File: src/design/bitmap_first_free_allocator_top_defines.svh
// Assertion macros shared by the bitmap allocator RTL.
// Expects a clock named clk and a reset named rst in the including module.
`ifndef BITMAP_FIRST_FREE_ALLOCATOR_TOP_DEFINES_SVH
`define BITMAP_FIRST_FREE_ALLOCATOR_TOP_DEFINES_SVH

// Check at every edge, reset included.
`define BFA_ASSERT_ALWAYS(lbl, prop, msg) \
  lbl: assert property (@(posedge clk) prop) else $error(msg);

// Check outside reset only.
`define BFA_ASSERT_RUN(lbl, prop, msg) \
  lbl: assert property (@(posedge clk) disable iff (rst) prop) else $error(msg);

`endif

File: src/design/bfa_ram.sv
// Generic simple dual-port RAM: one write port, one read port with registered data.
// No dependencies.
module bfa_ram #(
  parameter int WIDTH = 8,
  parameter int DEPTH = 2,
  localparam int AW = (DEPTH > 1) ? $clog2(DEPTH) : 1
) (
  input  logic             clk,
  input  logic             wr_en,
  input  logic [AW-1:0]    wr_addr,
  input  logic [WIDTH-1:0] wr_data,
  input  logic [AW-1:0]    rd_addr,
  output logic [WIDTH-1:0] rd_data
);

  logic [WIDTH-1:0] mem [DEPTH];

  always_ff @(posedge clk) begin
    if (wr_en) begin
      mem[wr_addr] <= wr_data;
    end
    rd_data <= mem[rd_addr];
  end

endmodule

File: config.mk
export PLATFORM = sky130hd
export DESIGN_NAME = bfa_ram
export DESIGN_NICKNAME = d
export VERILOG_FILES = /design/src/design/bitmap_first_free_allocator_top_defines.svh /design/src/design/bfa_ram.sv
export SDC_FILE = /design/constraint.sdc
export NUM_CORES = 1
export LEC_CHECK = 0
export BUFFER_PORTS_ARGS = -buffer_cell sky130_fd_sc_hd__buf_2
export CORE_MARGIN = 5
export CORE_UTILIZATION = 48
export DETAILED_ROUTE_END_ITERATION = 7
export PLACE_DENSITY = 0.83
export SLEW_MARGIN = 20
export SYNTH_ARGS = -nofsm -noshare
export SYNTH_HDL_FRONTEND = slang
export SYNTH_SLANG_ARGS = --single-unit
File: constraint.sdc
create_clock -name clk -period 1.19 [get_ports clk]
set_input_delay 0.119 -clock clk [delete_from_list [all_inputs] [get_ports clk]]
set_output_delay 0.119 -clock clk [all_outputs]
set_load 0.005 [all_outputs]
Word level (Yosys, flattened, before mapping)
Memory sizes are Yosys's and may differ from the RTL's. A register that Yosys moved wholly into a read port is not among the register bits.
Index checks and enable logic that the tools add are counted.

word-level totals
  memories kept = 1
  bits in writable memories = 16
  flip-flop bits (word level) = 0
  output and inout port bits = 8
  input bits = 12
  word-level logic and storage cells = 3

memories
  name  depth  width  rd ports  clocked after memory_dff  wr ports  line           RTL
  mem   2      8      1         1                         1         bfa_ram.sv:16  logic [WIDTH-1:0] mem [DEPTH];

operators by class
  multiplexer cells = 2

operators by type and width
  cell               number
  two-way mux 1 bit  2

Depth between registers and ports, before layout
  depth after elaboration = 2
  gate-level depth with buffers = 2
  depth with buffers taken out = 1

Worst setup path before layout
Ideal clock, no wire load.

  path type = input port to flip-flop
  from = input wr_en
  to = memory mem[0][0], enable pin
  slack = 0.278 ns
  buffers on the path = 0
  arrival = 0.539 ns
  cell stages on the path = 1
  required time = 0.817 ns
  library setup time = 0.373 ns
  cells stage by stage = nor2b_1

between the ends
  cells in the longest elaborated chain, start to end = 2

RTL lines
  what                                     line           RTL
  start: declaration                       bfa_ram.sv:9   input logic wr_en,
  two-way mux 1 bit                        bfa_ram.sv:19  if (wr_en) begin
  two-way mux 1 bit (implied by the code)  bfa_ram.sv:20  mem[wr_addr] <= wr_data;
  end: declaration                         bfa_ram.sv:16

No other way between the ends.

Worst setup path in the final report
  from = register rd_data[3], read port of mem
  to = output rd_data[3]

RTL lines
  what                line           RTL
  start: declaration  bfa_ram.sv:13  output logic [WIDTH-1:0] rd_data

No word-level cell between the ends.

==> metrics.yaml <==
power:
  power_density_nw_per_um2: 1430
  p_leak_nw: 0.417
  vdd_drop_max_mv: 1.07
  pwr-share-seq_pct: 67.6
  clkPwrFrac_pct: 23.2
  p_sw_uw: 270
  swShare_pct: 18.9
  internal_power_mw: 1.16
  power_frac_comb_pct: 9.1
routing:
  drt_iter0_drc: 7
  antenna_left: 0
  wl_per_cell_um: 13.0
  viasPerCell: 4.59
  drc_errors: 0
  drtPass1Iterations: 2
  drt_wl_total_um: 1060
  dr_total_vias: 376
synth:
  yosysSeqAreaShare_pct: 81.7
  yosys.area_share.simple_pct: 1.59
  syn_area_um2: 785
  synth.largest_area_cell: "edfxtp_1"
  synth_area_leaders: "edfxtp_1 61%, dfxtp_1 20%, mux2_4 15%, buf_6 1.4%, and2_1 0.80%"
  ys_seq_elements: 24
  syn-num-nets: 47
  synth_compound_area_share_pct: 0
  yosys_warnings: 0
  synth_cell_types: 6
  synthMuxAreaShare_pct: 15.3
  yosys.area_share.adder_pct: 0
  synth_xor_area_share_pct: 0
  avgSynthCellArea_um2: 22.4
  synth_top_cell_area_share_pct: 61.2
  synth_top_family_by_area: "multiplexers"
  syn_inst: 35
final_layout:
  synthToLayoutAreaGrowth_pct: 27.8
  layout-drive-gt1-share_pct: 47.0
  final_nets: 79
  diodes: 0
clock_network:
  post_cts_buffers: 0
  cts.path.max_buffers: 2
  numCtsBuffers: 3
  htree_levels: 1
  cts_hold_buf: 2
  cts_resized: 0
  path_clk_slew_ns: 0.12
  clock-sinks: 24
  cts_root_buf: "clkbuf_4"
  cts_tree: "yes"
  clk_latency_ns: 0.30
grt:
  grt_pass1_wl_um: 1680
  grt_usage_pct: 8.97
  antenna_found_initial: 0
  grt_max_degree: 14
  grt.overflow.total: 0
  grt_pass1_vias: 343
sta:
  rsz0062_at_grt: "false"
  slew_viol_final: 0
  relSlewSlack_pct: 77.5
  fin_crit_ns: 0.843
  fin_setup_tns_ns: 0
  min_period_over_period_pct: 70.8
  hold_ws_ns: 0.239
  setup_viol: 0
  worst_clock_skew_ns: 0.00556
  hold_viol: 0
  worstMarginPinSlew_ns: 0.337
  max_freq_ghz: 1.19
worst_setup_path:
  path_buf_inv: 1
  path_max_fanout: 1
  max_stage_delay_ns: 0.31
  cpMaxStageDelayCell: "dfxtp_1"
  critical_path_class: "reg -> out"
  cp_top_family: "flip-flops"
  worstSetupEndpointType: "primary output"
  critPathRequiredTime_ns: 1.07
  cp-start-kind: "flip-flop"
  crit_cells: 1
  ff2ff_path_depth: 1
  crit_chain: "buf_2"
  critPathArrivalTime_ns: 0.72
die:
  ioPinCount: 20
  die_w_um: 50.4
  rows: 14
  core_area_um2: 1520
  die-area_um2: 2540
  die_h_um: 50.4
  initial_utilization_pct: 51.5
job:
  max_cap_viol_count: 0
hold_path:
  hp-class: "in -> reg"
  whs_path_depth: 2
status:
  status: "finished clean"
place:
  place.gp.congestion: 0.688
  port_buffers: 19
[through the flow]
step / utilization, % / cells / instance area [um^2] / setup WS [ns] / power, mW
global placement: 58.8 / 70 / 896 / 0.325 / 1.10
detailed placement: 58.8 / 70 / 896 / 0.299 / 1.10
finish: 65.8 / 82 / 1000 / 0.347 / 1.43
CTS: 61.8 / 76 / 942 / 0.337 / 1.43
global route: 65.8 / 82 / 1000 / 0.286 / 1.50
floorplan: - / 35 / 785 / 0.278 / 1.05
[flip-flops by register name (all words and copies together) (netlist names)]
name     cells
mem         16
rd_data      8
[layer usage]
layer	up-vias	routed length (um)	part of all wire, %	track usage [%]
met5	-	0	0	0
met4	0	0	0	0
met3	0	82	7.7	3.55
met2	14	567	53	15.5
met1	172	413	39	11.4
li1	190	-	-	-
[path summary, 6_finish.rpt]
| check | slack, ns | to | start |
|---|---|---|---|
| max | 0.35 | rd_data[3] | rd_data[3]$_DFF_P_ |
| min reg2reg | 0.48 | rd_data[1]$_DFF_P_ | mem[0][1]$_DFFE_PP_ |
| max reg2reg | 0.41 | rd_data[0]$_DFF_P_ | mem[0][0]$_DFFE_PP_ |
| min | 0.24 | rd_data[3]$_DFF_P_ | rd_addr |
[cell type report]
| cell class | instances | area, um^2 |
|---|---|---|
| clock buffer | 3 | 22.5 |
| multi-input combinational | 10 | 133 |
| fill | 102 | 522 |
| tap | 16 | 20.0 |
| sequential | 24 | 641 |
| clock inverter | 1 | 3.75 |
| timing repair buffer | 28 | 183 |
[cells in the mapped netlist]
cell type	instances
buf_6	1
mux2_4	8
dfxtp_1	8
edfxtp_1	16
and2_1	1
nor2b_1	1
[cells in the final DEF (no fill, tap or decap)]
master / instances
buf_2: 19
mux2_4: 8
clkbuf_4: 3
edfxtp_1: 16
buf_4: 1
clkinv_1: 1
dfxtp_1: 8
nor2b_1: 1
dlygate4sd3_1: 8
and2_1: 1
[power groups by stage]
stage	combinational, mW	clock [mW]	sequential, mW
global route	0.144	0.381	0.978
global placement	0.109	0	0.986
floorplan	0.0574	0	0.990
finish	0.130	0.333	0.969
CTS	0.117	0.343	0.970
detailed placement	0.112	0	0.989
[logic make-up after synthesis]
family                 after synthesis
buffers and inverters                1
AND/OR/NAND/NOR                      2
multiplexers                         8
flip-flops                          24
Note: power is estimated with default switching activity, not from simulation.
