===== config.mk =====
export PLATFORM = sky130hd
export DESIGN_NAME = bfa_find
export DESIGN_NICKNAME = d
export VERILOG_FILES = /design/src/design/bitmap_first_free_allocator_top_defines.svh /design/src/design/bfa_pkg.sv /design/src/design/bfa_find.sv
export SDC_FILE = /design/constraint.sdc
export NUM_CORES = 1
export LEC_CHECK = 0
export ABC_AREA = 1
export CORE_AREA = 10 10 100 102
export DETAILED_ROUTE_END_ITERATION = 8
export DIE_AREA = 0 0 110 112
export DONT_BUFFER_PORTS = 1
export PLACE_DENSITY_LB_ADDON = 0.12
export SYNTH_ARGS = -nofsm -noshare
export SYNTH_HDL_FRONTEND = slang
export SYNTH_SLANG_ARGS = --single-unit

===== constraint.sdc =====
create_clock -name vclk -period 2.8
set_input_delay 0.14 -clock vclk [all_inputs]
set_output_delay 0.14 -clock vclk [all_outputs]
set_load 0.005 [all_outputs]

===== src/design/bitmap_first_free_allocator_top_defines.svh =====
// Assertion macros shared by the bitmap allocator RTL.
// Expects a clock named clk and a reset named rst in the including module.
`ifndef BITMAP_FIRST_FREE_ALLOCATOR_TOP_DEFINES_SVH
`define BITMAP_FIRST_FREE_ALLOCATOR_TOP_DEFINES_SVH

// Check at every edge, reset included.
`define BFA_ASSERT_ALWAYS(lbl, prop, msg) \
  lbl: assert property (@(posedge clk) prop) else $error(msg);

// Check outside reset only.
`define BFA_ASSERT_RUN(lbl, prop, msg) \
  lbl: assert property (@(posedge clk) disable iff (rst) prop) else $error(msg);

`endif


===== src/design/bfa_pkg.sv =====
// Package for the bitmap first-free allocator: beat types, action codes, row geometry.
// No dependencies.
package bfa_pkg;

  localparam int BYTE_BITS            = 8;
  localparam int LANES                = 16;
  localparam int LANE_AW              = 4;
  localparam int ROW_BITS             = LANES * BYTE_BITS;
  localparam int SEARCH_SPAN          = 1024;
  localparam int BITMAP_BYTES_DEFAULT = 1024;
  localparam logic [10:0] BYTES_IN_USE_RESET = 11'd1024;

  localparam logic [1:0] ACT_LOAD  = 2'd0;
  localparam logic [1:0] ACT_READ  = 2'd1;
  localparam logic [1:0] ACT_ALLOC = 2'd2;

  typedef struct packed {
    logic [1:0] action;
    logic [9:0] byte_addr;
    logic [7:0] byte_data;
  } cmd_t;

  typedef struct packed {
    logic        found;
    logic [12:0] bit_index;
    logic [7:0]  read_data;
  } rsp_t;

  typedef struct packed {
    logic               hit;
    logic [LANE_AW-1:0] lane;
    logic [2:0]         bit_pos;
  } find_t;

endpackage


===== src/design/bfa_find.sv =====
// First-clear-bit finder over one bitmap row, with per-lane search mask; also gives the row with that bit set.
// Depends on bfa_pkg.
module bfa_find (
  input  logic [bfa_pkg::ROW_BITS-1:0] row_data,
  input  logic [bfa_pkg::LANES-1:0]    lane_ok,
  output bfa_pkg::find_t               find,
  output logic [bfa_pkg::ROW_BITS-1:0] new_row
);

  logic [bfa_pkg::LANES-1:0]     lane_free;
  logic [bfa_pkg::BYTE_BITS-1:0] sel_byte;

  always_comb begin
    for (int i = 0; i < bfa_pkg::LANES; i++) begin
      lane_free[i] = lane_ok[i] &&
                     (row_data[i*bfa_pkg::BYTE_BITS +: bfa_pkg::BYTE_BITS] != 8'hFF);
    end
    find.hit  = |lane_free;
    find.lane = '0;
    for (int i = bfa_pkg::LANES - 1; i >= 0; i--) begin
      if (lane_free[i]) begin
        find.lane = bfa_pkg::LANE_AW'(i);
      end
    end
    sel_byte     = row_data[find.lane*bfa_pkg::BYTE_BITS +: bfa_pkg::BYTE_BITS];
    find.bit_pos = '0;
    for (int b = bfa_pkg::BYTE_BITS - 1; b >= 0; b--) begin
      if (!sel_byte[b]) begin
        find.bit_pos = 3'(b);
      end
    end
    new_row = row_data;
    if (find.hit) begin
      new_row[find.lane*bfa_pkg::BYTE_BITS + 32'(find.bit_pos)] = 1'b1;
    end
  end

endmodule


# After elaboration in Yosys (flattened, before gate mapping)

Index checks and enable logic that the tools add are counted.
Widths: inputs -> output; s select.

Word-level logic and storage cells: 66
Output and inout port bits: 136
Register bits after elaboration: 0

Reduce and logical (&&, ||, !) cells: 18
$add $sub $neg: 1
Eq/ne operators: 16
Multiplexer cells: 27
Magnitude comparators: 2
Bitwise gates (word level): 1
Shift operators: 1

Operators by type and width:

| cell               | count |
|---|---|
| $mux 128           | 1 |
| $ne 8x8->1 const B | 16 |
| $or 128x128->128   | 1 |
| $shiftx 128x8->8   | 1 |
| $mux 4             | 16 |
| $mux 3             | 8 |
| $logic_and 1x1->1  | 17 |
| $reduce_or 16->1   | 1 |
| $add 7x3->8        | 1 |
| $ge 8x1->1 const B | 1 |
| $lt 8x8->1 const B | 1 |
| $demux 1 s7        | 1 |
| $mux 1             | 1 |

# Depth between registers and ports, before layout

Depth after elaboration: 34
Mapped depth: 39
Mapped depth without buffers: 36

# Least setup slack after synthesis

OpenSTA, ideal clock, no wires.

Path type: in2out
Start: input port row_data[121] in the netlist's numbering
End: output port new_row[41] in the netlist's numbering
Stages: 36
Arrival: 2.659 ns
Slack: 0.001 ns
Required time: 2.660 ns
Path through: nand2_1 > nor2_1 > a21oi_1 > nand2_1 > nand2_1 > nand2_1 > nand2_1 > nand2_1 > nand2_1 > nand2_1 > nand2_1 > nand2_1 > nand2_1 > nand2_1 > nand2_1 > nand2_1 > nand2_4 > nand2_4 > buf_6 > buf_6 > nand2_1 > nand2_1 > nand2_1 > nand2_1 > nand2_1 > nand2_1 > nor2_2 > nor2_2 > nand2_1 > nand2_1 > nand2_2 > nand2_1 > inv_2 > buf_6 > nand4_1 > nand2_1

Cells in the longest elaborated chain, start to end: 34
Elaborated cells between the ends (all ways): 36

RTL lines:

| element                                                        | line           | RTL |
|---|---|---|
| from (decl)                                                    | bfa_find.sv:4  | `input logic [bfa_pkg::ROW_BITS-1:0] row_data,` |
| $ne 8x8->1                                                     | bfa_find.sv:16 | `(row_data[i*bfa_pkg::BYTE_BITS +: bfa_pkg::BYTE_BITS] != 8'hFF);` |
| $logic_and 1x1->1                                              | bfa_find.sv:15 | `lane_free[i] = lane_ok[i] &&` |
| $mux 4 (16 in a row)                                           | bfa_find.sv:21 | `if (lane_free[i]) begin` |
| $shiftx 128x8->8                                               | bfa_find.sv:25 | `sel_byte = row_data[find.lane*bfa_pkg::BYTE_BITS +: bfa_pkg::BYTE_BITS];` |
| $mux 3 (8 in a row)                                            | bfa_find.sv:28 | `if (!sel_byte[b]) begin` |
| $add 7x3->8                                                    | bfa_find.sv:34 | `new_row[find.lane*bfa_pkg::BYTE_BITS + 32'(find.bit_pos)] = 1'b1;` |
| $ge 8x1->1 (not written as such) or $lt 8x8->1 (tied branches) | bfa_find.sv:34 |  |
| $logic_and 1x1->1 (not written as such)                        | bfa_find.sv:34 |  |
| $mux 1 (not written as such)                                   | bfa_find.sv:34 |  |
| $demux 1 s7                                                    | bfa_find.sv:34 |  |
| $or 128x128->128 (no source line)                              | n/a            |  |
| $mux 128 *                                                     | bfa_find.sv:33 | `if (find.hit) begin` |
| to (decl)                                                      | bfa_find.sv:7  | `output logic [bfa_pkg::ROW_BITS-1:0] new_row` |

Every way passes the cells marked *; elsewhere a longest branch is shown, timed or not.

# Worst setup path in the final report

Start: input port row_data[126] in the netlist's numbering
End: output port new_row[65] in the netlist's numbering

Same word-level chain as after synthesis.

==> impl_metrics.csv <==
group,metric,value,unit
layout,regArea,0,um2
synth,yosys_warnings,0,
synth,synth_top_area_share,38.2,%
hold_path,min_path_type,"in2out",
run_status,violations,"setup timing",
timing,max_slew_margin,68.8,%
routing,vias,6217,
timing,rsz0062_at_grt,"yes",
grt,first_global_vias,5803,
grt,grt_max_degree,45,
timing,setup_viol,131,
routing,vias_per_cell,5.94,
placed_design,placed_area,4600,um2
layout,nClkBuffers,0,
timing,period_needed,3.15,ns
floorplan,die_x,110,um
layout,final_area,4710,um2
synth,synth_top_cells_by_area,"nand2_1 38%, inv_1 14%, nand4_1 14%, nand3_1 12%, buf_6 4.4%",
floorplan,initial_core_util,50.9,%
critical_path,crit_path_start,"row_data[126]",
timing,period_share,112,%
floorplan,die_height,112,um
run,max-cap-violations,0,
synth,synth_top_area_cell,"nand2_1",
timing,worst_pin_slew,0.468,ns
grt,overflow,0,
hold_path,hp-start,"row_data[120]",
placed_design,routabilityCongestion,0.968,
timing,max_freq,317,MHz
routing,dr.pass1.iters,6,
critical_path,critical_path.most_common_cell,"nand2_1",
synth,synthCells,917,
routing,avgRoutedWirePerCell,19.0,um
layout,nets,1087,
floorplan,coreArea,8050,um2
critical_path,start_kind,"primary input",
synth,synth_area,4100,um2
power_and_ir_drop,leakage,0.00286,uW
floorplan,num_rows,33,
synth,synth.top_cells.by_count,"417 x nand2_1, 152 x inv_1, 97 x nand3_1",
layout,drive_gt1_share,13.3,%
layout,syn_to_final_growth,15.1,%
synth,postSynthAreaPerCell,4.47,um2
routing,drc,0,
routing,ant_nets,0,
grt,grt_use_total,29.5,%
critical_path,path_class,"in2out",
grt,grt_pass1_wl,30.1,mm
synth,yosysUniqueCellTypes,23,
routing,drt_iter0_markers,716,
floorplan,ios,280,
power_and_ir_drop,vdd.ir_drop.worst,0.167,mV
synth,synth_fp_nets,1061,
routing,wl,19.9,mm
run_status,status,"finished, violations left",
critical_path,cp_data_required_time,2.66,ns
placed_design,io_buffers,0,
critical_path,critPathMaxFanout,16,
critical_path,arrival,3.01,ns
critical_path,worstSetupEndpointType,"output pin",
floorplan,dieArea,12300,um2
synth,synth_most_common_cell,"nand2_1",
grt,antenna_found_initial,1,
clock_network,hold_buffers,0,
synth,ys_seq_area_share,0,%
layout,numSequentialCells,0,
placed_design,place_hpwl,16.4,mm
critical_path,critPathMaxStageDelay,0.17,ns
power_and_ir_drop,power_density,208,nW/um2
timing,drv_slew,0,
placed_design,place_ws,-0.340,ns
critical_path,crit_slowest_cell,"a21oi_1",
timing,finalWorstSetupSlack,-0.350,ns
timing,final-hold-violation-count,0,
[report_power, final]
part           total [uW]  internal (uW)  switching, uW
clock           0.0000478      0.0000478              0
combinational         979            336            643
sequential              0              0              0
total                 979            336            643
[metal layers]
metal,track usage [%],wire [um],share of wire (%)
met5,0,0,0
met3,6.00,2510,13
met2,51.7,9800,49
met4,5.82,352,1.8
met1,35.7,7200,36
[worst max-delay path, delay by kind of cell]
kind,cells,cell delay (ns)
compound gates,1,0.17
buf+inv,3,0.42
simple gates,31,2.27
[placed cells by master (no fill, tap or decap), drive strengths merged, types with 2 or more instances in the layout]
cell,Yosys,routed
a21oi,2,2
a31oi,2,2
buf,47,79
inv,157,157
nand2,420,420
nand3,97,97
nand4,91,91
nor2,41,41
nor3,2,2
o21ai,48,48
[timing repair]
item                                    4_1_cts  5_1_grt
endpoints found under the setup margin      130      131
pin swaps                                     1        7
setup buffers                                 0        2
resized for setup                            16       16
[final timing paths]
check | end | slack [ns] | depth (start not counted)
worst max-delay path | new_row[65] | -0.35 | 35
worst min-delay path | new_row[120] | 0.37 | 2
[cells by family after synthesis]
group	share of synthesized area, %
buffers and inverters	23.6
AO/OA/AOI/OAI	6.99
AND/OR/NAND/NOR	69.4
[stage by stage]
step	setup TNS [ns]	utilization [%]	hold WS, ns	total power, uW	std cells
2_1_floorplan	0	-	0.359	677	917
3_3_place_gp	-36.60	57.2	0.375	915	1044
3_5_place_dp	-37.79	57.2	0.373	935	1044
4_1_cts	-31.10	57.8	0.373	949	1044
5_1_grt	-88.16	58.6	0.375	1070	1047
6_report	-36.69	58.6	0.369	979	1047
[layout make-up]
| type | instances | area, um2 |
|---|---|---|
| fill | 880 | 3340 |
| multi-input combinational | 705 | 3240 |
| timing repair buffer | 79 | 754 |
| inverter | 157 | 589 |
| tap | 105 | 131 |
| antenna | 1 | 2.50 |
Note: power is estimated with default switching activity, not from simulation.
